<file path="src/rtl/msq_pkg.sv">
// Shared types, register codes and case tables of the marching-squares segment extractor.
// No dependencies; every other file of the block imports this package.
package msq_pkg;

  // Doubled grid coordinate as it leaves the block.
  typedef logic signed [10:0] coord_t;

  // Configuration port.
  localparam int CFG_IDX_W  = 2;
  localparam int CFG_DATA_W = 9;
  localparam logic [CFG_IDX_W-1:0] REG_GRID_COLS = 2'd0;
  localparam logic [CFG_IDX_W-1:0] REG_GRID_ROWS = 2'd1;
  localparam logic [CFG_DATA_W-1:0] GRID_COLS_RESET = 9'd16;
  localparam logic [CFG_DATA_W-1:0] GRID_ROWS_RESET = 9'd16;

  // Edge midpoints of one cell.
  typedef enum logic [1:0] {MID_T, MID_B, MID_L, MID_R} mid_t;

  typedef struct packed {
    mid_t f0;
    mid_t t0;
    mid_t f1;
    mid_t t1;
  } tags_t;

  typedef struct packed {
    coord_t x;
    coord_t y;
  } point_t;

  // Work handed from the tile stage to the emitter: the corner masks of the four
  // cells a tile can complete (all zero where the cell does not exist) and their origins.
  typedef struct packed {
    logic [3:0][3:0] mask;
    coord_t          gx0;
    coord_t          gy0;
    coord_t          gx_last;
    logic            grid_end;
  } job_t;

  // Number of segments per corner mask (bits TL=0, TR=1, BR=2, BL=3).
  function automatic logic [1:0] case_count(input logic [3:0] mask);
    logic [1:0] n;
    case (mask)
      4'd0, 4'd15: n = 2'd0;
      4'd5, 4'd10: n = 2'd2;
      default:     n = 2'd1;
    endcase
    return n;
  endfunction

  // Oriented segments per corner mask; occupied corners lie on the left of travel.
  function automatic tags_t case_tags(input logic [3:0] mask);
    tags_t t;
    case (mask)
      4'd1:    t = '{MID_L, MID_T, MID_T, MID_T};
      4'd2:    t = '{MID_T, MID_R, MID_T, MID_T};
      4'd3:    t = '{MID_L, MID_R, MID_T, MID_T};
      4'd4:    t = '{MID_R, MID_B, MID_T, MID_T};
      4'd5:    t = '{MID_L, MID_T, MID_R, MID_B};
      4'd6:    t = '{MID_T, MID_B, MID_T, MID_T};
      4'd7:    t = '{MID_L, MID_B, MID_T, MID_T};
      4'd8:    t = '{MID_B, MID_L, MID_T, MID_T};
      4'd9:    t = '{MID_B, MID_T, MID_T, MID_T};
      4'd10:   t = '{MID_T, MID_R, MID_B, MID_L};
      4'd11:   t = '{MID_B, MID_R, MID_T, MID_T};
      4'd12:   t = '{MID_R, MID_L, MID_T, MID_T};
      4'd13:   t = '{MID_R, MID_T, MID_T, MID_T};
      4'd14:   t = '{MID_T, MID_L, MID_T, MID_T};
      default: t = '{MID_T, MID_T, MID_T, MID_T};
    endcase
    return t;
  endfunction

  // Doubled coordinates of an edge midpoint of cell (gx, gy), wrapping at 11 bits.
  function automatic point_t mid_point(input coord_t gx, input coord_t gy, input mid_t tag);
    coord_t x2;
    coord_t y2;
    point_t p;
    x2 = {gx[9:0], 1'b0};
    y2 = {gy[9:0], 1'b0};
    case (tag)
      MID_T: begin
        p.x = x2 + 11'sd1;
        p.y = y2;
      end
      MID_B: begin
        p.x = x2 + 11'sd1;
        p.y = y2 + 11'sd2;
      end
      MID_L: begin
        p.x = x2;
        p.y = y2 + 11'sd1;
      end
      default: begin
        p.x = x2 + 11'sd2;
        p.y = y2 + 11'sd1;
      end
    endcase
    return p;
  endfunction

endpackage

</file>
<file path="src/rtl/msq_stream_if.sv">
// Valid/ready channel interfaces of the marching-squares block: tiles in, segments out.
// Depends on msq_pkg for the coordinate type.
interface msq_tile_if;
  logic valid;
  logic ready;
  logic occupied;

  modport source (output valid, output occupied, input ready);
  modport sink (input valid, input occupied, output ready);
endinterface

interface msq_seg_if;
  import msq_pkg::*;
  logic   valid;
  logic   ready;
  coord_t from_x;
  coord_t from_y;
  coord_t to_x;
  coord_t to_y;
  logic   last_of_tile;
  logic   end_of_grid;

  modport source (output valid, output from_x, output from_y, output to_x, output to_y,
                  output last_of_tile, output end_of_grid, input ready);
  modport sink (input valid, input from_x, input from_y, input to_x, input to_y,
                input last_of_tile, input end_of_grid, output ready);
endinterface

</file>
<file path="src/rtl/msq_emit.sv">
// Segment emitter: walks the cells of one tile's job and sends one segment per cycle
// through an output register while it is not stalled. Depends on msq_pkg and msq_seg_if.
module msq_emit (
  input  logic          clk,
  input  logic          rst_n,
  input  logic          job_valid,
  input  msq_pkg::job_t job,
  output logic          job_ready,
  msq_seg_if.source     out_seg
);
  import msq_pkg::*;

  job_t       job_r;
  logic [3:0] pend_r;
  logic       seg_r;
  logic       out_valid_r;
  coord_t     from_x_r, from_y_r, to_x_r, to_y_r;
  logic       last_r, end_r;

  logic [1:0] sel;
  logic [3:0] cur_mask;
  tags_t      tags;
  coord_t     gx, gy;
  point_t     p_from, p_to;
  logic       last_in_cell, last_seg, emit_go;
  logic [3:0] rest, new_pend;

  // Pick the first cell that still has segments and form its next segment.
  always_comb begin
    if (pend_r[0]) sel = 2'd0;
    else if (pend_r[1]) sel = 2'd1;
    else if (pend_r[2]) sel = 2'd2;
    else sel = 2'd3;
    cur_mask     = job_r.mask[sel];
    tags         = case_tags(cur_mask);
    gx           = sel[0] ? job_r.gx_last : job_r.gx0;
    gy           = sel[1] ? (job_r.gy0 + 11'sd1) : job_r.gy0;
    p_from       = mid_point(gx, gy, seg_r ? tags.f1 : tags.f0);
    p_to         = mid_point(gx, gy, seg_r ? tags.t1 : tags.t0);
    last_in_cell = seg_r || (case_count(cur_mask) == 2'd1);
    rest         = pend_r & ~(4'b0001 << sel);
    last_seg     = last_in_cell && (rest == 4'b0000);
    emit_go      = (pend_r != 4'b0000) && (!out_valid_r || out_seg.ready);
    job_ready    = (pend_r == 4'b0000) || (emit_go && last_seg);
    for (int k = 0; k < 4; k++) begin
      new_pend[k] = (case_count(job.mask[k]) != 2'd0);
    end
  end

  // Control: pending cells, segment index within the cell, output valid.
  always_ff @(posedge clk) begin
    if (!rst_n) begin
      pend_r      <= 4'b0000;
      seg_r       <= 1'b0;
      out_valid_r <= 1'b0;
    end else begin
      if (emit_go) begin
        out_valid_r <= 1'b1;
      end else if (out_seg.ready) begin
        out_valid_r <= 1'b0;
      end
      if (job_valid && job_ready) begin
        pend_r <= new_pend;
        seg_r  <= 1'b0;
      end else if (emit_go) begin
        if (last_in_cell) begin
          pend_r <= rest;
          seg_r  <= 1'b0;
        end else begin
          seg_r <= 1'b1;
        end
      end
    end
  end

  // Payload: job and output register.
  always_ff @(posedge clk) begin
    if (job_valid && job_ready) begin
      job_r <= job;
    end
    if (emit_go) begin
      from_x_r <= p_from.x;
      from_y_r <= p_from.y;
      to_x_r   <= p_to.x;
      to_y_r   <= p_to.y;
      last_r   <= last_seg;
      end_r    <= last_seg && job_r.grid_end;
    end
  end

  assign out_seg.valid        = out_valid_r;
  assign out_seg.from_x       = from_x_r;
  assign out_seg.from_y       = from_y_r;
  assign out_seg.to_x         = to_x_r;
  assign out_seg.to_y         = to_y_r;
  assign out_seg.last_of_tile = last_r;
  assign out_seg.end_of_grid  = end_r;

endmodule

</file>
<file path="src/rtl/marching_squares_segments.sv">
// Streaming marching-squares boundary extractor: top level with line store and tile stage.
// Depends on msq_pkg, msq_stream_if and msq_emit.

// One occupancy tile is accepted per cycle in raster order unless the tile stage is held.
// The previous row lives in a one-bit-wide synchronous line store of MAX_COLS entries,
// read and rewritten at the tile's column in the cycle the tile is accepted; the stage
// after it builds the four cells a tile can complete. A tile with segments holds the
// emitter until its last is sent, one segment per cycle into the output register while
// it is not stalled; a tile with none passes straight on. A tile's first segment passes
// the tile stage, the emitter's job register and the output register. The line store is
// never cleared: row 0 ignores what it reads, and every later row reads only what the row
// before wrote. Writing grid_cols or grid_rows restarts the grid at tile (0,0); a value
// of 0 acts as 1 and a value above MAX_COLS or MAX_ROWS acts as that maximum.
module marching_squares_segments #(
  parameter int MAX_COLS = 256,
  parameter int MAX_ROWS = 256
) (
  input  logic                             clk,
  input  logic                             rst_n,
  input  logic                             cfg_we,
  input  logic [msq_pkg::CFG_IDX_W-1:0]    cfg_index,
  input  logic [msq_pkg::CFG_DATA_W-1:0]   cfg_wdata,
  msq_tile_if.sink                         in_tile,
  msq_seg_if.source                        out_seg
);
  import msq_pkg::*;

  localparam int CW = $clog2(MAX_COLS);
  localparam int RW = $clog2(MAX_ROWS);

  logic [CFG_DATA_W-1:0] cfg_cols_r, cfg_rows_r;
  logic [CW:0]           cols_eff;
  logic [RW:0]           rows_eff;

  logic [CW-1:0] col_cnt_r;
  logic [RW-1:0] row_cnt_r;
  logic          left_cur_r;
  logic          la_r;

  logic          line_mem [MAX_COLS];
  logic          above_rd_r;

  logic          s1_valid_r, s1_cur_r, s1_left_r, s1_lc_r, s1_lr_r;
  logic [CW-1:0] s1_col_r;
  logic [RW-1:0] s1_row_r;

  logic last_col, last_row, in_go, s1_adv, above, job_ready, cfg_hit;
  job_t job;

  // Grid size as used, clamped into 1..MAX.
  always_comb begin
    if (cfg_cols_r == '0) cols_eff = (CW+1)'(1);
    else if (32'(cfg_cols_r) > MAX_COLS) cols_eff = (CW+1)'(MAX_COLS);
    else cols_eff = (CW+1)'(cfg_cols_r);
    if (cfg_rows_r == '0) rows_eff = (RW+1)'(1);
    else if (32'(cfg_rows_r) > MAX_ROWS) rows_eff = (RW+1)'(MAX_ROWS);
    else rows_eff = (RW+1)'(cfg_rows_r);
  end

  assign last_col  = (({1'b0, col_cnt_r} + (CW+1)'(1)) == cols_eff);
  assign last_row  = (({1'b0, row_cnt_r} + (RW+1)'(1)) == rows_eff);
  assign s1_adv    = s1_valid_r && job_ready;
  assign in_tile.ready = !s1_valid_r || s1_adv;
  assign in_go     = in_tile.valid && in_tile.ready;
  assign cfg_hit   = cfg_we && ((cfg_index == REG_GRID_COLS) || (cfg_index == REG_GRID_ROWS));

  // Configuration registers, position counters and left neighbors.
  always_ff @(posedge clk) begin
    if (!rst_n) begin
      cfg_cols_r <= GRID_COLS_RESET;
      cfg_rows_r <= GRID_ROWS_RESET;
      col_cnt_r  <= '0;
      row_cnt_r  <= '0;
      left_cur_r <= 1'b0;
      la_r       <= 1'b0;
      s1_valid_r <= 1'b0;
    end else begin
      if (cfg_we && (cfg_index == REG_GRID_COLS)) cfg_cols_r <= cfg_wdata;
      if (cfg_we && (cfg_index == REG_GRID_ROWS)) cfg_rows_r <= cfg_wdata;
      if (cfg_hit) begin
        la_r <= 1'b0;
      end else if (s1_adv) begin
        la_r <= s1_lc_r ? 1'b0 : above;
      end
      if (in_go) begin
        s1_valid_r <= 1'b1;
      end else if (s1_adv) begin
        s1_valid_r <= 1'b0;
      end
      if (cfg_hit) begin
        col_cnt_r  <= '0;
        row_cnt_r  <= '0;
        left_cur_r <= 1'b0;
      end else if (in_go) begin
        if (last_col) begin
          col_cnt_r  <= '0;
          row_cnt_r  <= last_row ? '0 : row_cnt_r + RW'(1);
          left_cur_r <= 1'b0;
        end else begin
          col_cnt_r  <= col_cnt_r + CW'(1);
          left_cur_r <= in_tile.occupied;
        end
      end
    end
  end

  // Line store: read the tile above and write the new tile at the same column.
  always_ff @(posedge clk) begin
    if (in_go) begin
      above_rd_r         <= line_mem[col_cnt_r];
      line_mem[col_cnt_r] <= in_tile.occupied;
    end
  end

  // Tile stage payload.
  always_ff @(posedge clk) begin
    if (in_go) begin
      s1_cur_r  <= in_tile.occupied;
      s1_left_r <= left_cur_r;
      s1_col_r  <= col_cnt_r;
      s1_row_r  <= row_cnt_r;
      s1_lc_r   <= last_col;
      s1_lr_r   <= last_row;
    end
  end

  // Corner masks (TL=bit 0, TR=1, BR=2, BL=3) of the cells this tile completes.
  always_comb begin
    above        = (s1_row_r != '0) && above_rd_r;
    job.mask[0]  = {s1_left_r, s1_cur_r, above, la_r};
    job.mask[1]  = s1_lc_r ? {s1_cur_r, 2'b00, above} : 4'b0000;
    job.mask[2]  = s1_lr_r ? {2'b00, s1_cur_r, s1_left_r} : 4'b0000;
    job.mask[3]  = (s1_lc_r && s1_lr_r) ? {3'b000, s1_cur_r} : 4'b0000;
    job.gx0      = 11'(s1_col_r) - 11'sd1;
    job.gy0      = 11'(s1_row_r) - 11'sd1;
    job.gx_last  = 11'(cols_eff) - 11'sd1;
    job.grid_end = s1_lc_r && s1_lr_r;
  end

  msq_emit u_emit (
    .clk       (clk),
    .rst_n     (rst_n),
    .job_valid (s1_valid_r),
    .job       (job),
    .job_ready (job_ready),
    .out_seg   (out_seg)
  );

`ifndef NO_ASSERTIONS
  // The position counters never leave the grid.
  a_col_in_grid: assert property (@(posedge clk) disable iff (!rst_n)
    ({1'b0, col_cnt_r} < cols_eff))
    else $error("column counter outside the grid");

  a_row_in_grid: assert property (@(posedge clk) disable iff (!rst_n)
    ({1'b0, row_cnt_r} < rows_eff))
    else $error("row counter outside the grid");

  // The end of the grid is always the last segment of its tile.
  a_end_is_last: assert property (@(posedge clk) disable iff (!rst_n)
    (out_seg.valid && out_seg.end_of_grid) |-> out_seg.last_of_tile)
    else $error("end_of_grid without last_of_tile");
`endif

endmodule

</file>
<file path="src/flat_wrapper.sv">
// flat-port wrapper written by rule: the top's interface ports become plain ports
module marching_squares_segments_flat import msq_pkg::*;
#(
  parameter int MAX_COLS = 256,
  parameter int MAX_ROWS = 256
)
  (clk, rst_n, cfg_we, cfg_index, cfg_wdata, in_tile_valid, in_tile_occupied, in_tile_ready, out_seg_valid, out_seg_from_x, out_seg_from_y, out_seg_to_x, out_seg_to_y, out_seg_last_of_tile, out_seg_end_of_grid, out_seg_ready);
  msq_tile_if in_tile_i ();
  msq_seg_if out_seg_i ();
  input  logic clk;
  input  logic rst_n;
  input  logic cfg_we;
  input  logic [msq_pkg::CFG_IDX_W-1:0] cfg_index;
  input  logic [msq_pkg::CFG_DATA_W-1:0] cfg_wdata;
  input wire logic [$bits(in_tile_i.valid)-1:0] in_tile_valid;
  input wire logic [$bits(in_tile_i.occupied)-1:0] in_tile_occupied;
  output wire logic [$bits(in_tile_i.ready)-1:0] in_tile_ready;
  output wire logic [$bits(out_seg_i.valid)-1:0] out_seg_valid;
  output wire logic [$bits(out_seg_i.from_x)-1:0] out_seg_from_x;
  output wire logic [$bits(out_seg_i.from_y)-1:0] out_seg_from_y;
  output wire logic [$bits(out_seg_i.to_x)-1:0] out_seg_to_x;
  output wire logic [$bits(out_seg_i.to_y)-1:0] out_seg_to_y;
  output wire logic [$bits(out_seg_i.last_of_tile)-1:0] out_seg_last_of_tile;
  output wire logic [$bits(out_seg_i.end_of_grid)-1:0] out_seg_end_of_grid;
  input wire logic [$bits(out_seg_i.ready)-1:0] out_seg_ready;
  assign in_tile_i.valid = in_tile_valid;
  assign in_tile_i.occupied = in_tile_occupied;
  assign in_tile_ready = in_tile_i.ready;
  assign out_seg_valid = out_seg_i.valid;
  assign out_seg_from_x = out_seg_i.from_x;
  assign out_seg_from_y = out_seg_i.from_y;
  assign out_seg_to_x = out_seg_i.to_x;
  assign out_seg_to_y = out_seg_i.to_y;
  assign out_seg_last_of_tile = out_seg_i.last_of_tile;
  assign out_seg_end_of_grid = out_seg_i.end_of_grid;
  assign out_seg_i.ready = out_seg_ready;
  marching_squares_segments #(.MAX_COLS(MAX_COLS), .MAX_ROWS(MAX_ROWS)) u_core (.clk(clk), .rst_n(rst_n), .cfg_we(cfg_we), .cfg_index(cfg_index), .cfg_wdata(cfg_wdata), .in_tile(in_tile_i), .out_seg(out_seg_i));
endmodule
</file>
<file path="config.mk">
export PLATFORM = sky130hd
export DESIGN_NAME = marching_squares_segments_flat
export DESIGN_NICKNAME = d
export VERILOG_FILES = /design/src/rtl/msq_pkg.sv /design/src/rtl/msq_stream_if.sv /design/src/rtl/msq_emit.sv /design/src/rtl/marching_squares_segments.sv /design/src/flat_wrapper.sv
export SDC_FILE = /design/constraint.sdc
export NUM_CORES = 1
export LEC_CHECK = 0
export ABC_AREA = 0
export ABC_CLOCK_PERIOD_IN_PS = 4600
export BUFFER_PORTS_ARGS = -buffer_cell sky130_fd_sc_hd__buf_2
export CORE_MARGIN = 2
export CORE_UTILIZATION = 55
export DETAILED_ROUTE_END_ITERATION = 10
export PLACE_DENSITY = 0.75
export SYNTH_ARGS = -nofsm -noshare
export SYNTH_HDL_FRONTEND = slang
export SYNTH_HIERARCHICAL = 1
export SYNTH_SLANG_ARGS = --single-unit
</file>
<file path="constraint.sdc">
create_clock -name clk -period 4.6 [get_ports clk]
set_clock_uncertainty 0.1 [all_clocks]
set_input_delay 0.92 -clock clk [delete_from_list [all_inputs] [get_ports clk]]
set_output_delay 0.92 -clock clk [all_outputs]
set_load 0.05 [all_outputs]
</file>
# Word level (Yosys, flattened, before mapping)
# Memories as Yosys holds them, arrays and structs flattened. A register that Yosys moved wholly into a read port is not among the register bits.
# Index checks and enable logic that the tools add are counted.
dict set report word_totals {
  output_inout_bits 48
  ramBits 256
  inputBits 17
  ff_bits 154
  mem_count 2
  word_cells 165
  mem_bits_ro 128
}
dict set report classes {
  n_lt_le_gt_ge 3
  addsub 12
  bitwise 3
  eq_ne 23
  n_reduce_logical 54
  shifts 1
  n_mux 37
}
# name words width read_ports rd_clocked_by_memory_dff write_ports line
set memory_table {}
lappend memory_table {u_core.line_mem 256 1 1 1 1 marching_squares_segments.sv:40} ;# logic line_mem [MAX_COLS];
lappend memory_table {{(no name shown)} 16 8 1 0 0 msq_pkg.sv:55} ;# case (mask)
# operator n
set ops {}
lappend ops {{22-bit case mux with 3 select lines} 2}
lappend ops {{4-bit == test (second input constant)} 10}
lappend ops {{9-bit 2-to-1 mux} 4}
lappend ops {{4-bit logical NOT} 7}
lappend ops {{2-bit OR reduction} 12}
lappend ops {{11-bit by 2-bit adder with 11-bit output (second input constant)} 2}
lappend ops {{11-bit by 3-bit adder with 11-bit output (second input constant)} 2}
lappend ops {{4-bit by 3-bit == test with 1-bit output (second input constant)} 5}
lappend ops {{10-bit 2-to-1 mux} 2}
lappend ops {{4-bit 2-to-1 mux} 5}
lappend ops {{2-bit case mux with 2 select lines} 5}
lappend ops {{8-bit by 1-bit adder with 9-bit output (second input constant)} 2}
lappend ops {{9-bit == test} 2}
lappend ops {{9-bit greater-than comparator (second input constant)} 2}
lappend ops {{9-bit logical NOT} 2}
lappend ops {{8-bit by 1-bit subtractor with 9-bit output (second input constant)} 2}
lappend ops {{8-bit by 1-bit adder with 8-bit output (second input constant)} 2}
lappend ops {{8-bit 2-to-1 mux} 2}
lappend ops {{2-bit nonzero test} 8}
lappend ops {{1-bit logical AND} 11}
lappend ops {{1-bit 2-to-1 mux} 11}
lappend ops {{9-bit by 2-bit adder with 10-bit output (second input constant)} 1}
lappend ops {{2-bit 2-to-1 mux} 5}
lappend ops {{9-bit by 1-bit subtractor with 10-bit output (second input constant)} 1}
lappend ops {{14 further kinds} 26}

# Logic depth before layout (Yosys ltp)
# Gate-level depths: netlist of the first run.
dict set report logic_depth {
  word_depth 18
  depth_mapped 16
  ltp_nobuf 13
}

# By module
# The synthesis of the first run kept the hierarchy.
# mod seq_area_each_um2 area_each_um2 cells_per_inst n_inst
set modules_own_cells {}
lappend modules_own_cells {marching_squares_segments 9058.7 14814.2 1178 1}
lappend modules_own_cells {msq_emit 2912.8 4867.2 384 1}

# Least setup slack after synthesis of the first run
# Ideal clock, no wire load.
dict set report synth_path {
  path_type {input to register}
  from {input port out_seg_ready}
  to {memory u_core.line_mem[223], enable pin}
  setup_ps 301
  arrival_time_ps 4208
  t_required_ps 4199
  path_buffers 3
  cell_stages 12
  path_slack_ps -10
  path_cell_list {nor2b_1 clkbuf_1 or3_1 a211o_1 nand3_1 nand2b_1 nand2_1 clkinv_1 clkbuf_1 nand2_1 clkbuf_1 nor2_1}
}
dict set report synth_between {
  elab_chain_len 9
}
# element line
set synth_rtl {}
lappend synth_rtl {{start: declaration} flat_wrapper.sv:25} ;# input wire logic [$bits(out_seg_i.ready)-1:0] out_seg_ready;
lappend synth_rtl {{1-bit logical OR} msq_emit.sv:43} ;# emit_go = (pend_r != 4'b0000) && (!out_valid_r || out_seg.ready);
lappend synth_rtl {{1-bit logical AND} msq_emit.sv:43}
lappend synth_rtl {{1-bit logical AND} msq_emit.sv:44} ;# job_ready = (pend_r == 4'b0000) || (emit_go && last_seg);
lappend synth_rtl {{1-bit logical OR} msq_emit.sv:44}
lappend synth_rtl {{net u_core.job_ready} marching_squares_segments.sv:47} ;# logic last_col, last_row, in_go, s1_adv, above, job_ready, cfg_hit;
lappend synth_rtl {{1-bit logical AND} marching_squares_segments.sv:62} ;# assign s1_adv = s1_valid_r && job_ready;
lappend synth_rtl {{1-bit logical OR} marching_squares_segments.sv:63} ;# assign in_tile.ready = !s1_valid_r || s1_adv;
lappend synth_rtl {{net in_tile_ready} flat_wrapper.sv:17} ;# output wire logic [$bits(in_tile_i.ready)-1:0] in_tile_ready;
lappend synth_rtl {{1-bit logical AND} marching_squares_segments.sv:64} ;# assign in_go = in_tile.valid && in_tile.ready;
lappend synth_rtl {{net u_core.in_go} marching_squares_segments.sv:47}
lappend synth_rtl {{1-bit 2-to-1 mux} marching_squares_segments.sv:109} ;# if (in_go) begin
lappend synth_rtl {{1-bit 2-to-1 mux (implied by the code)} marching_squares_segments.sv:111} ;# line_mem[col_cnt_r] <= in_tile.occupied;
lappend synth_rtl {{end: declaration} marching_squares_segments.sv:40}
# The timed path passes the listed nets, and every way through them passes these cells.

# Final worst setup path of the first run
dict set report layout_path {
  from {register u_core.u_emit.pend_r[2]}
  to {output port in_tile_ready}
}
dict set report layout_between {
  elab_chain_len 15
  elab_cells_between_ends 26
  classes_between {eq/ne: 4; shift: 1; mux: 6; bitwise: 2; reduce/logical: 13}
}
# element line
set layout_rtl {}
lappend layout_rtl {{start: declaration} msq_emit.sv:14} ;# logic [3:0] pend_r;
lappend layout_rtl {{start signal: assignment} msq_emit.sv:63} ;# pend_r <= new_pend;
lappend layout_rtl {{start signal: assignment} msq_emit.sv:67} ;# pend_r <= rest;
lappend layout_rtl {{1-bit 2-to-1 mux} msq_emit.sv:32} ;# else if (pend_r[2]) sel = 2'd2;
lappend layout_rtl {{2-bit 2-to-1 mux} msq_emit.sv:31} ;# else if (pend_r[1]) sel = 2'd1;
lappend layout_rtl {{2-bit 2-to-1 mux} msq_emit.sv:30} ;# if (pend_r[0]) sel = 2'd0;
lappend layout_rtl {{4-bit binary-select mux with 2-bit select} msq_emit.sv:34} ;# cur_mask = job_r.mask[sel];
lappend layout_rtl {{4-bit 2-to-1 mux (implied by the code)} msq_emit.sv:34}
lappend layout_rtl {{4-bit by 3-bit == test with 1-bit output, or another cell as far along} msq_pkg.sv:44} ;# case (mask)
lappend layout_rtl {{2-bit OR reduction} msq_pkg.sv:44}
lappend layout_rtl {{2-bit case mux with 2 select lines} msq_pkg.sv:44}
lappend layout_rtl {{2-bit by 1-bit == test with 1-bit output} msq_emit.sv:40} ;# last_in_cell = seg_r || (case_count(cur_mask) == 2'd1);
lappend layout_rtl {{1-bit logical OR} msq_emit.sv:40}
lappend layout_rtl {{1-bit logical AND} msq_emit.sv:42} ;# last_seg = last_in_cell && (rest == 4'b0000);
lappend layout_rtl {{1-bit logical AND} msq_emit.sv:44}
lappend layout_rtl {{1-bit logical OR (*)} msq_emit.sv:44}
lappend layout_rtl {{net u_core.job_ready} marching_squares_segments.sv:47}
lappend layout_rtl {{1-bit logical AND (*)} marching_squares_segments.sv:62}
lappend layout_rtl {{1-bit logical OR (*)} marching_squares_segments.sv:63}
lappend layout_rtl {{end: declaration} flat_wrapper.sv:17}
# The timed path passes the listed nets; every way through them passes the cells marked *. The select of a mux whose other input is x is not followed.

==> impl_metrics.env, run 1 <==
export IMPL_grt_usage_pct=23.6
export IMPL_finalMaxSlewViolations=0
export IMPL_switching_share_pct=27.4
export IMPL_dp_hpwl_mm=27.6
export IMPL_synth_area_mm2=0.0197
export IMPL_cp_start_kind="flop"
export IMPL_crit_arrival_ns=3.27
export IMPL_first_iter_violations=1195
export IMPL_antenna_found_initial=0
export IMPL_seq_area_frac_synth_pct=60.8
export IMPL_final_cells=2120
export IMPL_min_path_type="flop to flop"
export IMPL_finalSetupTns_ns=0
export IMPL_dp_slack_ns=0.348
export IMPL_layout_common_cells="edfxtp_1 (370), nor2_1 (316), nand2_1 (81), buf_2 (63), mux4_2 (56)"
export IMPL_core_mm2=0.0354
export IMPL_detail_route_antenna_nets=0
export IMPL_relSlewSlack_pct=17.3
export IMPL_setup_ws_ns=0.306
export IMPL_clock_power_share_pct=37.2
export IMPL_crit_path_end_kind="primary output"
export IMPL_cp_cell_sequence="mux2i_1 > nor3_1 > or4_1 > nor3_2 > a211o_1 > nand3_1 > nand2b_1 > buf_2"
export IMPL_syn_mean_instance_area_um2=12.6
export IMPL_synth_cells=1562
export IMPL_htree_levels=2
export IMPL_combPwrFrac_pct=15.5
export IMPL_vdd_ir_drop_max_mv=0.475
export IMPL_cpPeakStageDelay_ns=0.69
export IMPL_cts_made_buffers=43
export IMPL_areaGrowthSynthToFinish_pct=11.3
export IMPL_vias=12800
export IMPL_die_height_um=193
export IMPL_powerDensity_mw_per_mm2=433
export IMPL_async_flop_share_pct=0
export IMPL_wl_mm=42.8
export IMPL_cp_buffers_inverters=1
export IMPL_initial_utilization_pct=55.6
export IMPL_synth_edf_count=370
export IMPL_fin_util_pct=61.9
export IMPL_period_share_pct=93.4
export IMPL_cp_slowest_cell="dfxtp_1"
export IMPL_synth_top_area_cell="edfxtp_1"
export IMPL_n_antenna_cell=0
export IMPL_p_int_mw=6.89
export IMPL_drcViolationCount=0
export IMPL_cts_tree="yes"
export IMPL_die_width_um=193
export IMPL_cp_top_family="simple AND/OR/NAND/NOR gates"
export IMPL_io_pins=65
export IMPL_grt_pass1_wl_mm=67.9
export IMPL_p_seq_share_pct=47.3
export IMPL_outcome="completed"
export IMPL_hold_slack_ns=0.346
export IMPL_place_inst=2041
export IMPL_ys_warnings_count=6
export IMPL_vias_per_cell=6.05
export IMPL_period_minus_slack_ns=4.29
export IMPL_clk_path_buf_depth=3
export IMPL_rows=69
export IMPL_synth_seq_cells=413
export IMPL_grt_pass1_vias=12700
export IMPL_synth_flop_cell="edfxtp_1"
export IMPL_switching_power_mw=2.60
export IMPL_clk_latency_ns=0.56
export IMPL_clock_sinks=413
export IMPL_hold_violations=0
export IMPL_crit_type="flop to primary output"
export IMPL_final_area_mm2=0.0219
export IMPL_synth_top_cell_area_share_pct=56.5
export IMPL_die_area_mm2=0.0373
export IMPL_p_leak_nw=7.05
export IMPL_ctsRootBufferMaster="clkbuf_16"
export IMPL_cts_resized=0
export IMPL_post_drt_wl_per_cell_um=20.2
export IMPL_final_common_cell="edfxtp_1"
export IMPL_ys_types=98
export IMPL_postCtsSetupBuffers=0
export IMPL_dpl_cell_area_mm2=0.0205
export IMPL_numPortBuffers=64
export IMPL_final_setup_viol_count=0
export IMPL_firstDrtPassIters=5
export IMPL_cts_hold_buf=0
export IMPL_fin_nets=1652
export IMPL_max_freq_mhz=233
export IMPL_gp_congestion=0.888
export IMPL_rsz0062_at_grt="no"
export IMPL_cap_violations=0
export IMPL_synth_area_leaders="edfxtp_1 (56%), mux4_2 (6.4%), nor2_1 (6.0%), dfxtp_1 (4.4%), mux2i_1 (2.5%)"
export IMPL_grt_max_degree=143
export IMPL_grt_overflow_total=0
export IMPL_p_total_mw=9.48
export IMPL_final_layout_size_suffix_gt1_share_pct=16.3
export IMPL_worstMarginPinSlew_ns=1.24
export IMPL_path_clk_slew_ns=0.06
export IMPL_required_ns=3.58
export IMPL_cp_max_fo=18
export IMPL_rrSetupSlack_ns=0.39
[logic make-up (layout without fill, tap and decap cells)]
kind of cell    Yosys count  in the layout  share of synthesized area (%)
compound gates          160            160                           6.14
xor+xnor                 78             78                           3.55
fa+ha+maj                13             13                          0.788
buf+inv                 137            212                           3.21
flops                   413            413                           60.8
mux                     115            115                           9.49
other cells               1             23                         0.0191
simple gates            645            645                           16.0
[sequential cells by signal, summed over array words and instances (netlist names), 9 cells and up]
register                      flops
u_core/u_emit/out_seg.to_y       11
u_core/cfg_cols_r                 9
u_core/u_emit/job_r              47
u_core/cfg_rows_r                 9
u_core/u_emit/out_seg.from_x     11
u_core/u_emit/out_seg.to_x       11
u_core/line_mem                 256
u_core/u_emit/out_seg.from_y     11
[synthesized netlist by cell type (9+ instances only)]
cell type  number
o21ai_0        20
buf_2          30
clkbuf_1       54
edfxtp_1      370
and2_1         10
nand4_1        16
inv_1          34
nor4_1         14
a21oi_1        19
xnor2_1        55
buf_6           9
nand2_1        82
nor2b_1        36
dfxtp_1        43
mux2i_1        50
ha_1           10
a22oi_1        19
mux4_2         56
a31oi_1        14
nor2_1        316
nand2b_1       16
xor2_1         22
nor3_1         26
nand3_1        49
[path summary, 6_finish.rpt]
| check | startpoint | endpoint | depth (start not counted) |
|---|---|---|---|
| hold / removal | u_core/left_cur_r | u_core/s1_left_r | 0 |
| hold reg to reg | u_core/left_cur_r | u_core/s1_left_r | 0 |
| setup reg to reg | u_core/u_emit/pend_r[2] | u_core/line_mem[78] | 12 |
| setup / recovery | u_core/u_emit/pend_r[2] | in_tile_ready | 8 |
[metal layers]
layer	share of wire [%]	vias up	track usage [%]	routed length (µm)
met5	0	-	0	0
met1	39	6289	29.9	16600
li1	-	5900	-	-
met4	4.4	0	11.5	1880
met3	7.5	105	3.87	3200
met2	49	535	39.8	21200
[final cells by class]
class | instances | area (µm²)
repair buffers | 97 | 599
fillers | 2675 | 13500
clock buffers | 49 | 1120
well taps | 461 | 577
clock inverters | 30 | 313
inverters | 36 | 136
flip-flops and latches | 413 | 12000
multi-input cells | 1034 | 7180
[power by group through the flow]
stage	sequential, mW	clock (mW)	combinational (mW)
after global routing	4.51	3.72	1.59
after floorplan	4.96	0	0.720
after detailed placement	4.56	0	1.46
after CTS	4.49	3.58	1.47
final	4.48	3.53	1.47
after global placement	4.56	0	1.43
Power figures use the tool's default switching activity.
==> run 2, diff against run 1 <==
==> constraint.sdc (replaced) <==
create_clock -name clk -period 4.6 [get_ports clk]
set_clock_uncertainty 0.1 [all_clocks]
set_input_delay 0.69 -clock clk [delete_from_list [all_inputs] [get_ports clk]]
set_output_delay 0.69 -clock clk [all_outputs]
set_load 0.05 [all_outputs]
==> impl_metrics.env, run 2 (synthesized netlist as in run 1, its figures left out) <==
export IMPL_outcome="completed"
export IMPL_final_layout_size_suffix_gt1_share_pct=16.4
export IMPL_cts_hold_buf=0
export IMPL_relSlewSlack_pct=18.3
export IMPL_place_inst=2042
export IMPL_combPwrFrac_pct=15.6
export IMPL_rsz0062_at_grt="no"
export IMPL_areaGrowthSynthToFinish_pct=11.5
export IMPL_p_leak_nw=7.07
export IMPL_crit_type="flop to flop"
export IMPL_seqCellArea_mm2=0.0120
export IMPL_die_area_mm2=0.0373
export IMPL_p_seq_share_pct=47.0
export IMPL_crit_arrival_ns=4.46
export IMPL_hold_violations=0
export IMPL_core_mm2=0.0354
export IMPL_firstDrtPassIters=5
export IMPL_dp_slack_ns=0.398
export IMPL_htree_levels=2
export IMPL_clock_power_share_pct=37.3
export IMPL_drcViolationCount=0
export IMPL_worstMarginPinSlew_ns=1.22
export IMPL_period_minus_slack_ns=4.30
export IMPL_final_area_mm2=0.0219
export IMPL_min_from="cfg_wdata[4]"
export IMPL_period_share_pct=93.4
export IMPL_reg2reg_to="u_core/line_mem[105]"
export IMPL_io_pins=65
export IMPL_rrSetupSlack_ns=0.30
export IMPL_p_int_mw=6.94
export IMPL_hold_path_depth=3
export IMPL_grt_pass1_wl_mm=67.1
export IMPL_cp_start_kind="flop"
export IMPL_grt_max_degree=165
export IMPL_reg2reg_from="u_core/u_emit/pend_r[2]"
export IMPL_final_setup_viol_count=0
export IMPL_ctsRootBufferMaster="clkbuf_16"
export IMPL_initial_utilization_pct=55.6
export IMPL_worstRegToRegCells=11
export IMPL_multiInputGateArea_mm2=0.00718
export IMPL_dp_hpwl_mm=27.4
export IMPL_fin_util_pct=62.0
export IMPL_min_path_type="input pin to flop"
export IMPL_powerDensity_mw_per_mm2=434
export IMPL_vias_per_cell=6.03
export IMPL_vias=12800
export IMPL_rows=69
export IMPL_cts_resized=0
export IMPL_cts_made_buffers=43
export IMPL_clk_latency_ns=0.55
export IMPL_crit_path_end_kind="flop"
export IMPL_switching_share_pct=27.1
export IMPL_grt_pass1_vias=12500
export IMPL_die_width_um=193
export IMPL_numPortBuffers=64
export IMPL_path_clk_slew_ns=0.06
export IMPL_wl_mm=42.7
export IMPL_vdd_ir_drop_max_mv=0.429
export IMPL_clock_sinks=413
export IMPL_required_ns=4.76
export IMPL_cp_max_fo=18
export IMPL_antenna_found_initial=0
export IMPL_cts_tree="yes"
export IMPL_cap_violations=0
export IMPL_final_common_cell="edfxtp_1"
export IMPL_grt_usage_pct=23.2
export IMPL_grt_overflow_total=0
export IMPL_layout_common_cells="edfxtp_1 (370), nor2_1 (316), nand2_1 (82), buf_2 (63), mux4_2 (56)"
export IMPL_final_cells=2122
export IMPL_max_freq_mhz=233
export IMPL_finalSetupTns_ns=0
export IMPL_post_drt_wl_per_cell_um=20.1
export IMPL_clk_path_buf_depth=3
export IMPL_die_height_um=193
export IMPL_largest_register_ffs=256
export IMPL_regMostFlops="u_core/line_mem"
export IMPL_first_iter_violations=1145
export IMPL_fillers=2704
export IMPL_largest_registers="u_core/line_mem: 256 flops, u_core/u_emit/job_r: 47 flops"
export IMPL_setup_ws_ns=0.305
export IMPL_switching_power_mw=2.59
export IMPL_gp_congestion=0.869
export IMPL_finalMaxSlewViolations=0
export IMPL_fin_nets=1653
export IMPL_postCtsSetupBuffers=0
export IMPL_hold_path_endpoint="u_core/cfg_cols_r[4]"
export IMPL_dpl_cell_area_mm2=0.0205
export IMPL_detail_route_antenna_nets=0
[run 2: power groups by stage]
stage               combinational, mW  sequential [mW]  clock [mW]
detailed placement               1.47             4.56           0
CTS                              1.49             4.48        3.60
finish                           1.49             4.48        3.56
floorplan                       0.720             4.96           0
global route                     1.60             4.51        3.76
global placement                 1.44             4.55           0
[run 2: worst max-delay path by stage]
stage	start	to	slack [ns]	cells past startpoint
2_1_floorplan	u_core/u_emit/pend_r[2]	u_core/line_mem[223]	0.01	14
3_3_place_gp	u_core/u_emit/pend_r[2]	u_core/line_mem[249]	0.56	11
3_5_place_dp	u_core/u_emit/pend_r[2]	u_core/line_mem[105]	0.40	11
4_1_cts	u_core/u_emit/pend_r[2]	u_core/line_mem[105]	0.40	11
5_1_grt	u_core/u_emit/pend_r[2]	u_core/line_mem[137]	0.03	11
6_report	u_core/u_emit/pend_r[2]	u_core/line_mem[105]	0.30	11
[run 2: worst max-delay path: stages (launching register included)]
cell      delay, ns
dfxtp_1        0.59
mux2i_1        0.38
nor3_1         0.09
or4_1          0.54
nor3_2         0.36
a211o_1        0.18
nand3_1        0.09
nand2b_1       0.20
nand2_1        0.11
clkinv_1       0.42
nand3_1        0.79
nor2_1         0.15
[run 2: layout make-up]
type	count	area share (%)
antenna	1	0.0114
clock buffer	53	5.31
clock inverter	26	1.32
inverter	36	0.621
multi-input combinational	1034	32.7
sequential	413	54.6
tap	461	2.63
timing repair buffer	98	2.82
[run 2: layer usage]
layer,global-route usage (%),wire (µm)
met1,30.1,17000
met4,9.47,1630
met3,3.42,2940
met5,0,0
met2,39.5,21100
[run 2: per-stage QoR]
| stage | hold WS [ns] | total power, mW |
|---|---|---|
| finish | 0.298 | 9.53 |
| global route | 0.302 | 9.86 |
| CTS | 0.281 | 9.57 |
| detailed placement | 0.319 | 6.03 |
| global placement | 0.315 | 6.00 |
| floorplan | 0.303 | 5.68 |
